File: config.mk
export PLATFORM = sky130hd
export DESIGN_NAME = stset_cell
export DESIGN_NICKNAME = d
export VERILOG_FILES = /design/src/rtl/core/stset_pkg.sv /design/src/rtl/core/stset_cell.sv
export SDC_FILE = /design/constraint.sdc
export NUM_CORES = 1
export LEC_CHECK = 0
export ABC_AREA = 1
export BUFFER_PORTS_ARGS = -buffer_cell sky130_fd_sc_hd__buf_4
export CAP_MARGIN = 40
export CORE_MARGIN = 1
export CORE_UTILIZATION = 33
export DETAILED_ROUTE_END_ITERATION = 6
export GPL_TIMING_DRIVEN = 0
export HOLD_SLACK_MARGIN = 0.12
export PLACE_DENSITY = 0.51
export SLEW_MARGIN = 20
export SYNTH_ARGS = -nofsm -noshare
export SYNTH_HDL_FRONTEND = slang
export SYNTH_SLANG_ARGS = --single-unit
File: constraint.sdc
create_clock -name clk -period 3.2 [get_ports clk]
set_clock_uncertainty 0.15 [all_clocks]
set_input_delay 0.48 -clock clk [delete_from_list [all_inputs] [get_ports clk]]
set_output_delay 0.48 -clock clk [all_outputs]
set_load 0.01 [all_outputs]
File: src/rtl/core/stset_pkg.sv
`timescale 1ns / 1ps
// ----------------------------------------------------------------------------
// stset_pkg: shared types and constants of the sorted tag set
// Command codes, controller states, cell operations and the transaction
// structs of the command and result channels.
// ----------------------------------------------------------------------------
package stset_pkg;

  localparam int DEF_CAPACITY   = 64;
  localparam int DEF_INDEX_BITS = 16;
  localparam int CMD_W          = 3;
  localparam int ITEM_W         = 16;
  localparam int COUNT_W        = 7;

  typedef enum logic [CMD_W-1:0] {
    CMD_ADD    = 3'd0,
    CMD_REMOVE = 3'd1,
    CMD_QUERY  = 3'd2,
    CMD_ISHIFT = 3'd3,
    CMD_DSHIFT = 3'd4,
    CMD_CLEAR  = 3'd5
  } stset_cmd_t;

  typedef enum logic [1:0] {
    ST_IDLE,
    ST_CMP,
    ST_UPD
  } stset_state_t;

  // What every cell at or above the insertion point does in the update cycle.
  typedef enum logic [2:0] {
    CELL_HOLD,
    CELL_INS,
    CELL_REM,
    CELL_REM_DEC,
    CELL_DEC,
    CELL_INC
  } stset_cell_op_t;

  typedef struct packed {
    logic           cmp_en;
    stset_cell_op_t op;
  } stset_ctl_t;

  typedef struct packed {
    logic [CMD_W-1:0]  command;
    logic [ITEM_W-1:0] item_index;
  } stset_in_t;

  typedef struct packed {
    logic               was_tagged;
    logic [COUNT_W-1:0] tag_count;
    logic               rejected;
  } stset_out_t;

endpackage

File: src/rtl/core/stset_cell.sv
`timescale 1ns / 1ps
// ----------------------------------------------------------------------------
// stset_cell: one slot of the sorted tag set
// Holds one entry, compares it with the key and, in the update cycle, takes
// a value from itself, a neighbour or the key, as the command requires.
// ----------------------------------------------------------------------------
module stset_cell #(
  parameter int INDEX_BITS = stset_pkg::DEF_INDEX_BITS
) (
  input  logic                  clk,
  input  stset_pkg::stset_ctl_t ctl,
  input  logic [INDEX_BITS-1:0] key,
  input  logic                  valid,
  input  logic [INDEX_BITS-1:0] left_entry,
  input  logic                  left_lt,
  input  logic [INDEX_BITS-1:0] right_entry,
  output logic [INDEX_BITS-1:0] entry,
  output logic                  lt,
  output logic                  eq_hit,
  output logic                  max_hit
);

  logic [INDEX_BITS-1:0] entry_r, entry_nxt;
  logic                  lt_r, eq_r, max_r;
  logic                  ge;

  assign ge = !lt_r;

  always_comb begin
    entry_nxt = entry_r;
    if (ge) begin
      case (ctl.op)
        stset_pkg::CELL_HOLD:    entry_nxt = entry_r;
        // The slot at the insertion point takes the key, the rest move up.
        stset_pkg::CELL_INS:     entry_nxt = left_lt ? key : left_entry;
        stset_pkg::CELL_REM:     entry_nxt = right_entry;
        stset_pkg::CELL_REM_DEC: entry_nxt = right_entry - INDEX_BITS'(1);
        stset_pkg::CELL_DEC:     entry_nxt = entry_r - INDEX_BITS'(1);
        stset_pkg::CELL_INC:     entry_nxt = entry_r + INDEX_BITS'(1);
        default:                 entry_nxt = entry_r;
      endcase
    end
  end

  always_ff @(posedge clk) begin
    if (ctl.cmp_en) begin
      lt_r  <= valid && (entry_r < key);
      eq_r  <= valid && (entry_r == key);
      max_r <= valid && (entry_r == {INDEX_BITS{1'b1}});
    end
    entry_r <= entry_nxt;
  end

  assign entry   = entry_r;
  assign lt      = lt_r;
  assign eq_hit  = eq_r;
  assign max_hit = max_r;

endmodule

==> metrics <==
CTS tree built; Max Clk Rate 362.3 MHz; vias 3,316; synth warn 0; Max clock buf depth 2; Skew-Pair Late Insertion Delay 270 ps; reg2reg end entry[6]$_DFFE_PP_; synthesized area per cell 6.253 um2; Sink Count 19; post-route minimum period 2760 ps; gp weighted congestion 0.8873; endpoints failing setup 0; share of the synthesized area in the top cell type 0.1901; top cells by area, synth edfxtp_1 (19%), nand2_1 (18%), ha_1 (15%), inv_1 (9.4%), nand3_1 (7.2%); post-route antenna net violation count 0; Least-Margin Pin Slew 582.9 ps; vias in the first global route 3,148; reg2reg path depth 8; Multi-input gate area 0.002082 mm2; max_slew headroom 0.6114; worst hold start ctl[3]; Area growth, synth to finish 24.55%; Fill cells 944; hold buffers post-CTS 0; post-CTS setup buffer count 0; wire length of the first global-routing pass 15,740 um; Std-Cell Rows 34; crit path DAT 2630 ps; total CTS buffers 3; Die X 97.37 um; final hold vios 0; Synth Cell Area 0.003002 mm2; DPL Wire Length 8361 um; most common cell after layout, fill and taps aside nand2_1; max-cap violations 0; Worst R2R Start entry[0]$_DFFE_PP_; outcome finished, final reports clean; hold depth 1; Resized Gates After CTS 0; Lkg Pwr 1.984 nW; Critical Path Source Type input pin; DRC Markers 0; total track usage 0.2089; setup tns final 0 ps; synthesized flop and latch total 19; per-cell routed wire length 14.88 um; register area share after synthesis 0.1901; Syn Inst Count 480; RSZ-0062 raised after global routing no; Core Area 0.008763 mm2; Unique masters post-synth 40; vias per cell 4.986; Crit Path Category in2reg; H-tree depth 1; register area 570.5 um2; Detailed Route WL 9898 um; highest-count cells in the layout ignoring fill and taps nand2_1 (142), inv_1 (75), buf_4 (73), nand3_1 (43), a21oi_1 (40); largest net degree at the start of global routing 20; Worst R2R Setup Slack 940 ps; Final Cycle Share 0.8626; drt pass-1 iters 6; n_diodes 0; Die Y-Extent 97.37 um; Starting Density 0.3425; HP Class in2reg; largest area contributor in the netlist edfxtp_1; CP Capture Type flop; DRT iter0 DRCs 144; Root Driver clkbuf_8; total power 0.001104 W; IO Count 74; pwr dens 295.4 mW/mm2; worst slack, placed 139.8 ps; Die ar. 0.009481 mm2; CTS clock-pin slew for the worst setup and hold paths 90 ps; Max Slew Vio Count 0; slack of the critical path 439.6 ps; worst hold endpoint eq_hit$_DFFE_PP_; initial antenna violation count 0; grt ovf 0; maximum VDD drop 0.1618 mV; crit-path max FO 19; share of layout cells above drive strength 1 0.1939; hold_ws 275.2 ps; syn_nets 571; I/O Buffers 72; CP Data Required Time 3070 ps; nets@finish 649
power by group:
| group | switching (W) | internal, W |
|---|---|---|
| clock network | 0.0000932 | 0.0000870 |
| registers | 0.0000363 | 0.000309 |
| logic | 0.000343 | 0.000236 |
Yosys cell counts:
master / instances
edfxtp_1: 19
or2_0: 2
xnor2_1: 1
nor4_1: 2
a32o_1: 1
nor2_2: 5
o21ai_1: 2
fa_1: 1
nand3_4: 1
nor2_8: 3
or2_2: 2
xor2_1: 1
nor3b_1: 1
inv_2: 10
buf_2: 1
o21ai_0: 22
or2_1: 1
inv_1: 75
buf_4: 1
nor2_4: 1
nor2_1: 27
nand4_1: 8
nor4b_1: 1
o221ai_1: 2
nand2_1: 142
and2_4: 1
nand3_1: 43
o211ai_1: 3
and2_1: 1
ha_1: 35
nand3_2: 2
nand3b_1: 4
inv_4: 1
o21bai_1: 1
a31oi_1: 4
nand2_4: 1
a21oi_1: 41
clkbuf_1: 4
a21oi_2: 1
nor3_1: 6
worst max-delay path: stages:
cell and delay (ps):
buf_4 120, inv_2 120, nand3_2 410, ha_1 490
or2_1 270, nand3_1 100, nand2_1 120, or2_0 220
nand3_1 110, o21ai_1 90, nand2_1 60, nand2_1 40
how the worst max path moves through the flow:
stage	slack, ps	end	from	cells after the start
2_1_floorplan	660	entry[6]$_DFFE_PP_	ctl[0]	9
3_3_place_gp	100	entry[10]$_DFFE_PP_	ctl[1]	5
3_5_place_dp	140	entry[13]$_DFFE_PP_	ctl[1]	13
4_1_cts	430	entry[13]$_DFFE_PP_	ctl[1]	13
5_1_grt	200	entry[13]$_DFFE_PP_	ctl[1]	14
6_report	440	entry[7]$_DFFE_PP_	ctl[1]	12
layer usage:
layer	part of all wire	wire (um)	GRT usage	up-vias
met2	0.48	4782	0.3717	79
li1	-	-	-	1739
met1	0.47	4680	0.2787	1492
met3	0.037	362	0.01655	6
met5	0	0	0	-
met4	0.0073	72	0.03394	0
kinds of logic after synthesis:
kind of cell               after synthesis  synth area share
AOI/OAI and AO/OA                       77            0.1388
adders and majority gates               36            0.1526
xor gates and xnor gates                 2          0.005837
buffers and inverters                   92            0.1175
DFF                                     19            0.1901
and+or+nand+nor                        254            0.3952
stage by stage:
stage,instances,instance area (um2),util
final,665,3739,0.4266
after global routing,665,3739,0.4266
after CTS,665,3739,0.4266
after detailed placement,661,3692,0.4213
after global placement,660,3677,0.4196
after floorplan,480,3002,-
registers in the layout, indices dropped and copies added (netlist names):
signal / flops
lt: 1
eq_hit: 1
entry: 16
max_hit: 1
layout make-up:
cell class / instances / share of cell area
inverters: 86 / 0.08701
well taps: 108 / 0.03614
repair buffers: 73 / 0.1476
multi-input cells: 369 / 0.5569
plain buffers: 6 / 0.007363
flip-flops and latches: 19 / 0.1526
clock inverters: 1 / 0.001339
clock buffers: 3 / 0.01104
No activity file was read; power rests on OpenSTA's default activity.
